`config.mk`:
```
export PLATFORM = sky130hd
export DESIGN_NAME = base64_stream_encoder
export DESIGN_NICKNAME = d
export VERILOG_FILES = /design/src/rtl/core/b64se_pkg.sv /design/src/rtl/core/b64se_front.sv /design/src/rtl/core/b64se_queue.sv /design/src/rtl/core/b64se_back.sv /design/src/rtl/core/base64_stream_encoder.sv
export SDC_FILE = /design/constraint.sdc
export NUM_CORES = 1
export LEC_CHECK = 0
export ABC_AREA = 1
export BUFFER_PORTS_ARGS = -buffer_cell sky130_fd_sc_hd__buf_4
export CORE_MARGIN = 4
export CORE_UTILIZATION = 65
export CTS_CLUSTER_SIZE = 16
export DETAILED_ROUTE_END_ITERATION = 7
export PLACE_DENSITY = 0.9
export SLEW_MARGIN = 10
export SYNTH_ARGS = -nofsm -noshare
export SYNTH_HDL_FRONTEND = slang
export SYNTH_SLANG_ARGS = --single-unit
export TNS_END_PERCENT = 100
```
`constraint.sdc`:
```
create_clock -name clock -period 10.1 [get_ports clock]
set_input_delay 2.02 -clock clock [delete_from_list [all_inputs] [get_ports clock]]
set_output_delay 2.02 -clock clock [all_outputs]
set_load 0.005 [all_outputs]
```
`src/rtl/core/b64se_pkg.sv`:
```
package b64se_pkg;

   // Group of three bytes waiting to be turned into four characters
   typedef struct packed {
      logic [23:0] group;
      logic [2:0]  ndata;   // data characters before padding: 2, 3 or 4
      logic        fin;     // group closes the stream
   } b64se_group_type;

   localparam int QUEUE_DEPTH = 2;
   localparam int QPTR_W      = (QUEUE_DEPTH > 1) ? $clog2(QUEUE_DEPTH) : 1;
   localparam int QCNT_W      = $clog2(QUEUE_DEPTH + 1);

   localparam logic [2:0] NDATA_ONE   = 3'd2;
   localparam logic [2:0] NDATA_TWO   = 3'd3;
   localparam logic [2:0] NDATA_THREE = 3'd4;

   localparam logic [7:0] PAD_CHAR   = 8'h3d;  // '='
   localparam logic [7:0] CHAR_UPPER = 8'h41;  // 'A'
   localparam logic [7:0] CHAR_LOWER = 8'h61;  // 'a'
   localparam logic [7:0] CHAR_DIGIT = 8'h30;  // '0'
   localparam logic [7:0] CHAR_PLUS  = 8'h2b;  // '+'
   localparam logic [7:0] CHAR_SLASH = 8'h2f;  // '/'

   // Map a six-bit value onto the standard alphabet
   function automatic logic [7:0] b64_char(input logic [5:0] sextet);
      logic [7:0] idx;
      logic [7:0] ch;
      idx = {2'b00, sextet};
      if (sextet < 6'd26) begin
         ch = CHAR_UPPER + idx;
      end else if (sextet < 6'd52) begin
         ch = CHAR_LOWER + idx - 8'd26;
      end else if (sextet < 6'd62) begin
         ch = CHAR_DIGIT + idx - 8'd52;
      end else if (sextet == 6'd62) begin
         ch = CHAR_PLUS;
      end else begin
         ch = CHAR_SLASH;
      end
      return ch;
   endfunction

endpackage

```
`src/rtl/core/b64se_front.sv`:
```
module b64se_front
   import b64se_pkg::*;
(
   input  logic            clock,
   input  logic            reset,
   input  logic            req_valid,
   output logic            req_ready,
   input  logic [7:0]      req_data_byte,
   input  logic            req_final_byte,
   output logic            push_valid,
   input  logic            push_ready,
   output b64se_group_type push_data
);

   logic [1:0] count_ff, count_in;
   logic [7:0] byte0_ff, byte0_in;
   logic [7:0] byte1_ff, byte1_in;
   logic       accept;
   logic       full_group;

   assign req_ready  = push_ready;
   assign accept     = req_valid && req_ready;
   assign full_group = (count_ff == 2'd2);

   // Emit a group on the third byte or on the last byte of the stream
   assign push_valid = accept && (full_group || req_final_byte);

   // Form the group from the pending bytes and the current byte; zero-fill a partial group
   always_comb begin
      push_data.fin = req_final_byte;
      if (full_group) begin
         push_data.group = {byte0_ff, byte1_ff, req_data_byte};
         push_data.ndata = NDATA_THREE;
      end else if (count_ff == 2'd1) begin
         push_data.group = {byte0_ff, req_data_byte, 8'h00};
         push_data.ndata = NDATA_TWO;
      end else begin
         push_data.group = {req_data_byte, 16'h0000};
         push_data.ndata = NDATA_ONE;
      end
   end

   // Hold pending bytes until the group completes
   always_comb begin
      count_in = count_ff;
      byte0_in = byte0_ff;
      byte1_in = byte1_ff;
      if (accept) begin
         if (full_group || req_final_byte) begin
            count_in = 2'd0;
         end else begin
            count_in = count_ff + 2'd1;
            if (count_ff[0]) begin
               byte1_in = req_data_byte;
            end else begin
               byte0_in = req_data_byte;
            end
         end
      end
   end

   always_ff @(posedge clock) begin
      if (reset) begin
         count_ff <= 2'd0;
      end else begin
         count_ff <= count_in;
      end
   end

   always_ff @(posedge clock) begin
      byte0_ff <= byte0_in;
      byte1_ff <= byte1_in;
   end

endmodule

```
`src/rtl/core/b64se_queue.sv`:
```
module b64se_queue
   import b64se_pkg::*;
(
   input  logic            clock,
   input  logic            reset,
   input  logic            push_valid,
   output logic            push_ready,
   input  b64se_group_type push_data,
   output logic            pop_valid,
   input  logic            pop_ready,
   output b64se_group_type pop_data
);

   b64se_group_type       mem_ff [QUEUE_DEPTH];
   logic [QPTR_W-1:0]     wr_ptr_ff, wr_ptr_in;
   logic [QPTR_W-1:0]     rd_ptr_ff, rd_ptr_in;
   logic [QCNT_W-1:0]     count_ff, count_in;
   logic                  do_push;
   logic                  do_pop;

   localparam logic [QPTR_W-1:0] LAST_PTR = QPTR_W'(QUEUE_DEPTH - 1);
   localparam logic [QCNT_W-1:0] FULL_CNT = QCNT_W'(QUEUE_DEPTH);

   assign push_ready = (count_ff != FULL_CNT);
   assign pop_valid  = (count_ff != '0);
   assign pop_data   = mem_ff[rd_ptr_ff];
   assign do_push    = push_valid && push_ready;
   assign do_pop     = pop_valid && pop_ready;

   // Advance pointers with wrap at the queue depth
   always_comb begin
      wr_ptr_in = wr_ptr_ff;
      rd_ptr_in = rd_ptr_ff;
      count_in  = count_ff;
      if (do_push) begin
         wr_ptr_in = (wr_ptr_ff == LAST_PTR) ? '0 : wr_ptr_ff + 1'b1;
      end
      if (do_pop) begin
         rd_ptr_in = (rd_ptr_ff == LAST_PTR) ? '0 : rd_ptr_ff + 1'b1;
      end
      if (do_push && !do_pop) begin
         count_in = count_ff + 1'b1;
      end else if (do_pop && !do_push) begin
         count_in = count_ff - 1'b1;
      end
   end

   always_ff @(posedge clock) begin
      if (reset) begin
         wr_ptr_ff <= '0;
         rd_ptr_ff <= '0;
         count_ff  <= '0;
      end else begin
         wr_ptr_ff <= wr_ptr_in;
         rd_ptr_ff <= rd_ptr_in;
         count_ff  <= count_in;
      end
   end

   // Store the incoming group
   always_ff @(posedge clock) begin
      if (do_push) begin
         mem_ff[wr_ptr_ff] <= push_data;
      end
   end

endmodule

```
`src/rtl/core/b64se_back.sv`:
```
module b64se_back
   import b64se_pkg::*;
(
   input  logic            clock,
   input  logic            reset,
   input  logic            pop_valid,
   output logic            pop_ready,
   input  b64se_group_type pop_data,
   output logic            rsp_valid,
   input  logic            rsp_ready,
   output logic [7:0]      rsp_out_char,
   output logic            rsp_stream_end
);

   b64se_group_type entry_ff, entry_in;
   logic            busy_ff, busy_in;
   logic [1:0]      pos_ff, pos_in;
   logic            rsp_valid_ff, rsp_valid_in;
   logic [7:0]      char_ff, char_in;
   logic            end_ff, end_in;
   logic            emit;
   logic            last;
   logic [5:0]      sextet;

   assign emit      = busy_ff && (!rsp_valid_ff || rsp_ready);
   assign last      = (pos_ff == 2'd3);
   assign pop_ready = !busy_ff || (emit && last);

   // Pick the sextet for the current character position
   always_comb begin
      case (pos_ff)
         2'd0:    sextet = entry_ff.group[23:18];
         2'd1:    sextet = entry_ff.group[17:12];
         2'd2:    sextet = entry_ff.group[11:6];
         default: sextet = entry_ff.group[5:0];
      endcase
   end

   // Step through four characters per group
   always_comb begin
      entry_in     = entry_ff;
      busy_in      = busy_ff;
      pos_in       = pos_ff;
      rsp_valid_in = rsp_valid_ff;
      char_in      = char_ff;
      end_in       = end_ff;
      if (rsp_ready) begin
         rsp_valid_in = 1'b0;
      end
      if (emit) begin
         rsp_valid_in = 1'b1;
         char_in      = ({1'b0, pos_ff} < entry_ff.ndata) ? b64_char(sextet) : PAD_CHAR;
         end_in       = entry_ff.fin && last;
         pos_in       = pos_ff + 2'd1;
         if (last) begin
            busy_in = 1'b0;
         end
      end
      if (pop_valid && pop_ready) begin
         entry_in = pop_data;
         busy_in  = 1'b1;
         pos_in   = 2'd0;
      end
   end

   always_ff @(posedge clock) begin
      if (reset) begin
         busy_ff      <= 1'b0;
         pos_ff       <= 2'd0;
         rsp_valid_ff <= 1'b0;
      end else begin
         busy_ff      <= busy_in;
         pos_ff       <= pos_in;
         rsp_valid_ff <= rsp_valid_in;
      end
   end

   always_ff @(posedge clock) begin
      entry_ff <= entry_in;
      char_ff  <= char_in;
      end_ff   <= end_in;
   end

   assign rsp_valid      = rsp_valid_ff;
   assign rsp_out_char   = char_ff;
   assign rsp_stream_end = end_ff;

endmodule

```
`src/rtl/core/base64_stream_encoder.sv`:
```
// The first character of a group reaches the output register after the group passes the
// queue and the back-end entry register, once the byte that completes or ends it is accepted.
// The back end emits one character per cycle while rsp_ready does not stall it, four per group;
// bytes enter every cycle until the two-group queue fills.
// Reset (synchronous, active high) empties the queue and drops pending bytes.
module base64_stream_encoder
   import b64se_pkg::*;
(
   input  logic       clock,
   input  logic       reset,
   input  logic       req_valid,
   output logic       req_ready,
   input  logic [7:0] req_data_byte,
   input  logic       req_final_byte,
   output logic       rsp_valid,
   input  logic       rsp_ready,
   output logic [7:0] rsp_out_char,
   output logic       rsp_stream_end
);

   logic            push_valid;
   logic            push_ready;
   b64se_group_type push_data;
   logic            pop_valid;
   logic            pop_ready;
   b64se_group_type pop_data;

   // Gather bytes into groups
   b64se_front u_front (
      .clock          (clock),
      .reset          (reset),
      .req_valid      (req_valid),
      .req_ready      (req_ready),
      .req_data_byte  (req_data_byte),
      .req_final_byte (req_final_byte),
      .push_valid     (push_valid),
      .push_ready     (push_ready),
      .push_data      (push_data)
   );

   // Buffer groups between the two halves
   b64se_queue u_queue (
      .clock      (clock),
      .reset      (reset),
      .push_valid (push_valid),
      .push_ready (push_ready),
      .push_data  (push_data),
      .pop_valid  (pop_valid),
      .pop_ready  (pop_ready),
      .pop_data   (pop_data)
   );

   // Emit characters
   b64se_back u_back (
      .clock          (clock),
      .reset          (reset),
      .pop_valid      (pop_valid),
      .pop_ready      (pop_ready),
      .pop_data       (pop_data),
      .rsp_valid      (rsp_valid),
      .rsp_ready      (rsp_ready),
      .rsp_out_char   (rsp_out_char),
      .rsp_stream_end (rsp_stream_end)
   );

endmodule

```
==> run metrics, run 1 <==
status finished clean; FF+latch count, synth 119; final setup fails 0; crit path time final 3.30 ns; first drt pass iteration count 6; critical path type input pin to flop; Req. time, crit path 10.30 ns; unique cell type count in the Yosys netlist 33; Cell Area, Placed 5420 sq um; post-synthesis compound-gate area fraction 6.14%; grt total ovfl 0; met3 Resource Use GR 8.00%; Startpoint Class input pin; grt met1 use 25.7%; Total GRT Usage 22.7%; # fillers 435; first-pass GRT wire length 16400 microns; Adder-Cell Fraction of Synth Area 3.18%; post-DR vias/cell 5.48; fin util 77.6%; Iteration-0 DRC Markers 384; via count 3382; GRT Max-Usage Layer met2; Finished Cell Area 5970 sq um; Wirelength per Cell 15.9 microns; fin. max-slew vios 0; EDFF count, synth 109; yosys warns 0; CTS tree done; Worst slew margin 36.7%; drt total wl 9830 microns; htree depth 4; port bufs 23; most common cell in the netlist nand2_1; Peak VDD IR 0.195 mV; Nets 528; CTS Hold Bufs 0; Post-synth top flop edfxtp_1; Worst-Margin Slew 0.947 ns; largest net degree at the start of global routing 33; Synth Cell Area 5120 sq um; Tcrit/Tclk final 32.7%; MaxCap Viol Count 0; Final TNS setup 0 ns; endpoints failing hold 0; Arrival @ worst endpoint 3.50 ns; Synth top area share 64.0%; Commonest cells post-synth nand2_1 (167), edfxtp_1 (109), inv_1 (44), nor2_1 (28), a21oi_1 (21); hold path cells 2; Die Area 9360 sq um; Die Y 96.7 microns; Root Driver clkbuf_8; GR Layer Usage met2 39.6%; initial antenna violation count 0; Hold WC Path Type flop to flop; Core ar. 7690 sq um; Reg clk slew, reported paths 0.05 ns; RSZ-0062 raised after global routing false; Max Fclk 0.303 GHz; P_leak 2.51 nW; post-synthesis simple-gate area fraction 17.8%; Setup Skew 0.0110 ns; Die Wd 96.7 microns; average size of a mapped cell 11.0 sq um; Yosys top cell by area edfxtp_1; CP endpoint kind flop; post-CTS setup buffers 0; Post-CTS Resized 0; DP HPWL 5970 microns; Reg2Reg Depth 7; initial core utilization 66.6%; Syn Nets 491; post-synthesis xor/xnor area fraction 0.342%; Synth-to-Final Area Change 16.6%; Seq/Total Area, Yosys 67.9%; largest family of logic cells by synthesized area simple AND/OR/NAND/NOR gates; routability cong. 0.825; number of global-route vias before repair 3382; CTS Buffer Depth 2; multiplexer area fraction after synthesis 0.220%; top area cells in the synthesized netlist edfxtp_1 (64%), nand2_1 (12%), dfxtp_1 (3.9%), inv_1 (3.2%), ha_1 (3.2%); critical path fanouts, max 17; share of cells above drive strength 1 16.7%; # diodes 0; Num CTS Buffers 17; IO Count 24; Antenna Nets Post-Route 0; DRC viols 0; ys async rst share 0%; worst-skew pair later-pin latency 0.52 ns; Sink Count 119; Syn Inst Count 465; Rows 32; Power Density 310 nW/um^2
## report_power, final
| group | switching (mW) | total [mW] | internal (mW) |
|---|---|---|---|
| Clock | 0.209 | 0.556 | 0.347 |
| Combinational | 0.381 | 0.567 | 0.186 |
| Sequential | 0.0320 | 0.727 | 0.695 |
## state kept, by name, summed over array words and instances (netlist names)
register               cells
u_queue.mem_ff            56
u_back.entry_ff           28
u_back.rsp_out_char        8
u_front.byte0_ff           8
u_front.byte1_ff           8
u_back.pos_ff              2
u_front.count_ff           2
u_queue.count_ff           2
u_back.busy_ff             1
u_back.rsp_stream_end      1
u_back.rsp_valid           1
u_queue.rd_ptr_ff          1
u_queue.wr_ptr_ff          1
## worst paths after layout
path                                                        from                               to  slack (ns)
worst min register to register       u_back.busy_ff$_SDFFE_PP0P_    u_back.rsp_valid$_SDFFE_PP0P_        0.47
worst max-delay path                                   req_valid  u_queue.mem_ff[0][11]$_DFFE_PP_        6.80
worst max register to register  u_front.count_ff[0]$_SDFFE_PP0P_  u_queue.mem_ff[0][11]$_DFFE_PP_        7.26
worst min-delay path                 u_back.busy_ff$_SDFFE_PP0P_    u_back.rsp_valid$_SDFFE_PP0P_        0.47
## routing by layer
layer / vias to the layer above / share of wire, % / wire, microns
li1: 1613 / - / -
met4: 0 / 1.1 / 107
met3: 10 / 6.2 / 607
met2: 154 / 54 / 5280
met5: - / 0 / 0
met1: 1605 / 39 / 3840
## critical path: stages
cell and delay (ns):
buf_4 0.07, nand2_1 0.11, nor2_1 0.28, inv_1 0.16, nor2_2 0.49, buf_4 0.36
## placed cells by master (no fill, tap or decap), types with 2 or more instances in the layout
cell type,instances
a21oi_1,20
a21oi_2,2
buf_4,27
bufinv_16,2
clkbuf_16,16
clkinv_1,4
clkinv_2,2
clkinv_4,2
clkinvlp_4,3
dfxtp_1,10
edfxtp_1,109
ha_1,13
inv_1,44
inv_2,4
nand2_1,167
nand2_2,9
nand2_4,2
nand3_1,5
nand4_1,2
nor2_1,26
nor2_2,4
nor3_1,2
o21ai_0,14
o21ai_1,6
o21ai_2,2
o21bai_4,2
or2_1,2
## metrics by stage
stage / power [mW] / hold WS [ns] / worst slack, ns / std cells
2_1_floorplan: 1.14 / 0.445 / 5.32 / 465
3_3_place_gp: 1.25 / 0.457 / 6.43 / 585
3_5_place_dp: 1.29 / 0.464 / 6.34 / 585
4_1_cts: 1.85 / 0.471 / 6.83 / 617
5_1_grt: 1.97 / 0.500 / 6.65 / 617
6_report: 1.85 / 0.468 / 6.80 / 617
## final cells by class
class / instances / area, sq um / area share, %
clock buffer: 18 / 418 / 7.00
inverter: 49 / 186 / 3.12
tap: 102 / 128 / 2.14
clock inverter: 14 / 134 / 2.24
sequential: 119 / 3470 / 58.2
timing repair buffer: 27 / 203 / 3.40
multi-input combinational: 288 / 1430 / 23.9
## cell families after synthesis
kind of cell             Yosys count
AND/OR/NAND/NOR                  222
flip-flops                       119
buffers and inverters             58
AO/OA/AOI/OAI                     50
adder cells (fa/ha/maj)           13
XOR/XNOR                           2
multiplexers                       1
Power figures use the tool's default switching activity.
==> run 2: changes to the inputs <==
--- a/config.mk
+++ b/config.mk
@@ -8,10 +8,10 @@
 export ABC_AREA = 1
 export BUFFER_PORTS_ARGS = -buffer_cell sky130_fd_sc_hd__buf_4
 export CORE_MARGIN = 4
-export CORE_UTILIZATION = 65
+export CORE_UTILIZATION = 61
 export CTS_CLUSTER_SIZE = 16
 export DETAILED_ROUTE_END_ITERATION = 7
-export PLACE_DENSITY = 0.9
+export PLACE_DENSITY = 0.85
 export SLEW_MARGIN = 10
 export SYNTH_ARGS = -nofsm -noshare
 export SYNTH_HDL_FRONTEND = slang
==> constraint.sdc (replaced) <==
create_clock -name clock -period 3.2 [get_ports clock]
set_input_delay 0.64 -clock clock [delete_from_list [all_inputs] [get_ports clock]]
set_output_delay 0.64 -clock clock [all_outputs]
set_load 0.005 [all_outputs]
==> run 2 against run 1 <==
- first-iteration DRC count is 33% lower
- power grew to 3.2 times the previous value
- critical path depth is 2 lower
- critical path type is now flop to flop
- clock skew is 0.0023 ns lower
- critical endpoint is now u_queue.mem_ff[1][27]$_DFFE_PP_
- largest cell class unchanged
- clock power grew to 3.2 times the previous value
- cell count is 0.49% higher
==> run metrics, run 2 (synthesized netlist as in run 1, its figures left out) <==
Hold WC Path Type input pin to flop; initial antenna violation count 0; CTS Hold Bufs 0; via count 3313; htree depth 4; Synth-to-Final Area Change 17.0%; Iteration-0 DRC Markers 257; MaxCap Viol Count 0; RR Startpoint u_front.count_ff[0]$_SDFFE_PP0P_; Max Fclk 0.415 GHz; CTS tree done; Die Area 9920 sq um; first-pass GRT wire length 15700 microns; post-DR vias/cell 5.34; Largest register FFs 56; crit path time final 2.41 ns; hold path startpoint req_data_byte[0]; Worst slew margin 37.1%; P_leak 2.52 nW; port bufs 23; Total GRT Usage 20.8%; combinational cell fraction of total power 30.2%; Most flops, register u_queue.mem_ff; Reg power frac 39.3%; IO Count 24; Largest regs u_queue.mem_ff (56), u_back.entry_ff (28); # fillers 475; Nets 528; Antenna Nets Post-Route 0; Peak VDD IR 0.527 mV; Reg2Reg Depth 4; # diodes 0; Wirelength per Cell 15.1 microns; DRC viols 0; drt total wl 9370 microns; Die Wd 99.6 microns; Int Pwr 3.95 mW; Power Density 981 nW/um^2; first drt pass iteration count 5; Final TNS setup 0 ns; worst reg-to-reg setup slack 0.79 ns; Reg clk slew, reported paths 0.06 ns; Tcrit/Tclk final 75.2%; Crit path largest cell delay 0.83 ns; Sw Ratio 32.8%; DP HPWL 6140 microns; worst-skew pair later-pin latency 0.51 ns; Arrival @ worst endpoint 2.66 ns; critical path fanouts, max 22; number of global-route vias before repair 3307; grt total ovfl 0; initial core utilization 62.6%; routability cong. 0.841; Req. time, crit path 3.45 ns; commonest cells after routing, fill and taps aside nand2_1 (167), edfxtp_1 (109), inv_1 (44), buf_4 (27), nor2_1 (26); CTS Buffer Depth 2; post-CTS setup buffers 0; hold path cells 1; fin. max-slew vios 0; Rows 33; critical path type flop to flop; clock power share 30.5%; Setup Skew 0.00870 ns; Crit-path slowest cell nor2_1; CP Cell Sequence inv_1, ha_1, nor2_1, mux2_2; CP endpoint kind flop; Startpoint Class flop; Worst-Margin Slew 0.941 ns; Die Y 99.6 microns; Num CTS Buffers 17; Worst Hold End u_front.byte1_ff[0]$_DFFE_PP_; Post-CTS Resized 0; Sink Count 119; RSZ-0062 raised after global routing false; Core ar. 8180 sq um; Worst R2R End u_queue.mem_ff[1][27]$_DFFE_PP_; largest net degree at the start of global routing 32; Tot Pwr 5.88 mW; most common library cell in the layout ignoring fill and taps nand2_1; endpoints failing hold 0; fin util 73.2%; status finished clean; P_sw 1.92 mW; share of cells above drive strength 1 16.9%; Root Driver clkbuf_8; final setup fails 0
[run 2: changes by cell type in the layout (fill, tap and decap cells not counted), sizes merged]
cell | before | now
clkbuf | 18 | 24
clkinvlp | 3 | 2
clkinv | 8 | 3
[run 2: worst max-delay path by stage]
stage | slack (ns) | from | to | depth (start not counted)
2_1_floorplan | 0.42 | u_front.count_ff[0]$_SDFFE_PP0P_ | u_queue.mem_ff[1][0]$_DFFE_PP_ | 7
3_3_place_gp | 0.95 | u_back.pos_ff[0]$_SDFFE_PP0P_ | u_back.rsp_out_char[5]$_SDFFCE_PP1P_ | 13
3_5_place_dp | 0.87 | u_front.count_ff[0]$_SDFFE_PP0P_ | u_queue.mem_ff[0][27]$_DFFE_PP_ | 4
4_1_cts | 0.84 | u_front.count_ff[0]$_SDFFE_PP0P_ | u_queue.mem_ff[1][27]$_DFFE_PP_ | 4
5_1_grt | 0.65 | u_front.count_ff[0]$_SDFFE_PP0P_ | u_queue.mem_ff[1][27]$_DFFE_PP_ | 4
6_report | 0.79 | u_front.count_ff[0]$_SDFFE_PP0P_ | u_queue.mem_ff[1][27]$_DFFE_PP_ | 4
[run 2: layout make-up]
class | instances | area (sq um) | share of cell area (%)
Sequential cell | 119 | 3470 | 58.0
Multi-Input combinational cell | 288 | 1430 | 23.8
Clock buffer | 24 | 470 | 7.86
Timing Repair Buffer | 27 | 203 | 3.38
Inverter | 49 | 186 | 3.11
Tap cell | 105 | 131 | 2.19
Clock inverter | 8 | 98.8 | 1.65
[run 2: power by group through the flow]
stage | Combinational, mW | Sequential, mW | Clock (mW)
floorplan | 1.29 | 2.31 | 0
global placement | 1.67 | 2.31 | 0
detailed placement | 1.76 | 2.34 | 0
CTS | 1.78 | 2.31 | 1.81
global route | 2.01 | 2.34 | 1.91
finish | 1.77 | 2.31 | 1.79
[run 2: critical path: cells and delay by family, from the launching register on]
family                   cells  cell delay, ns
adder cells (fa/ha/maj)      1            0.45
buffers and inverters        1            0.07
flip-flops                   1            0.37
multiplexers                 1            0.43
AND/OR/NAND/NOR              1            0.83
[run 2: through the flow]
| step | hold slack, ns | area, sq um | worst slack (ns) | instances |
|---|---|---|---|---|
| 2_1_floorplan | 0.445 | 5120 | 0.424 | 465 |
| 3_3_place_gp | 0.457 | 5420 | 0.954 | 588 |
| 3_5_place_dp | 0.475 | 5420 | 0.866 | 588 |
| 4_1_cts | 0.309 | 5990 | 0.845 | 620 |
| 5_1_grt | 0.302 | 5990 | 0.650 | 620 |
| 6_report | 0.333 | 5990 | 0.793 | 620 |
[run 2: routing by layer]
layer  track usage [%]  part of all wire, %
met1              23.8                   39
met2              35.9                   53
met3              7.36                  5.1
met4              7.88                  2.5
met5                 0                    0
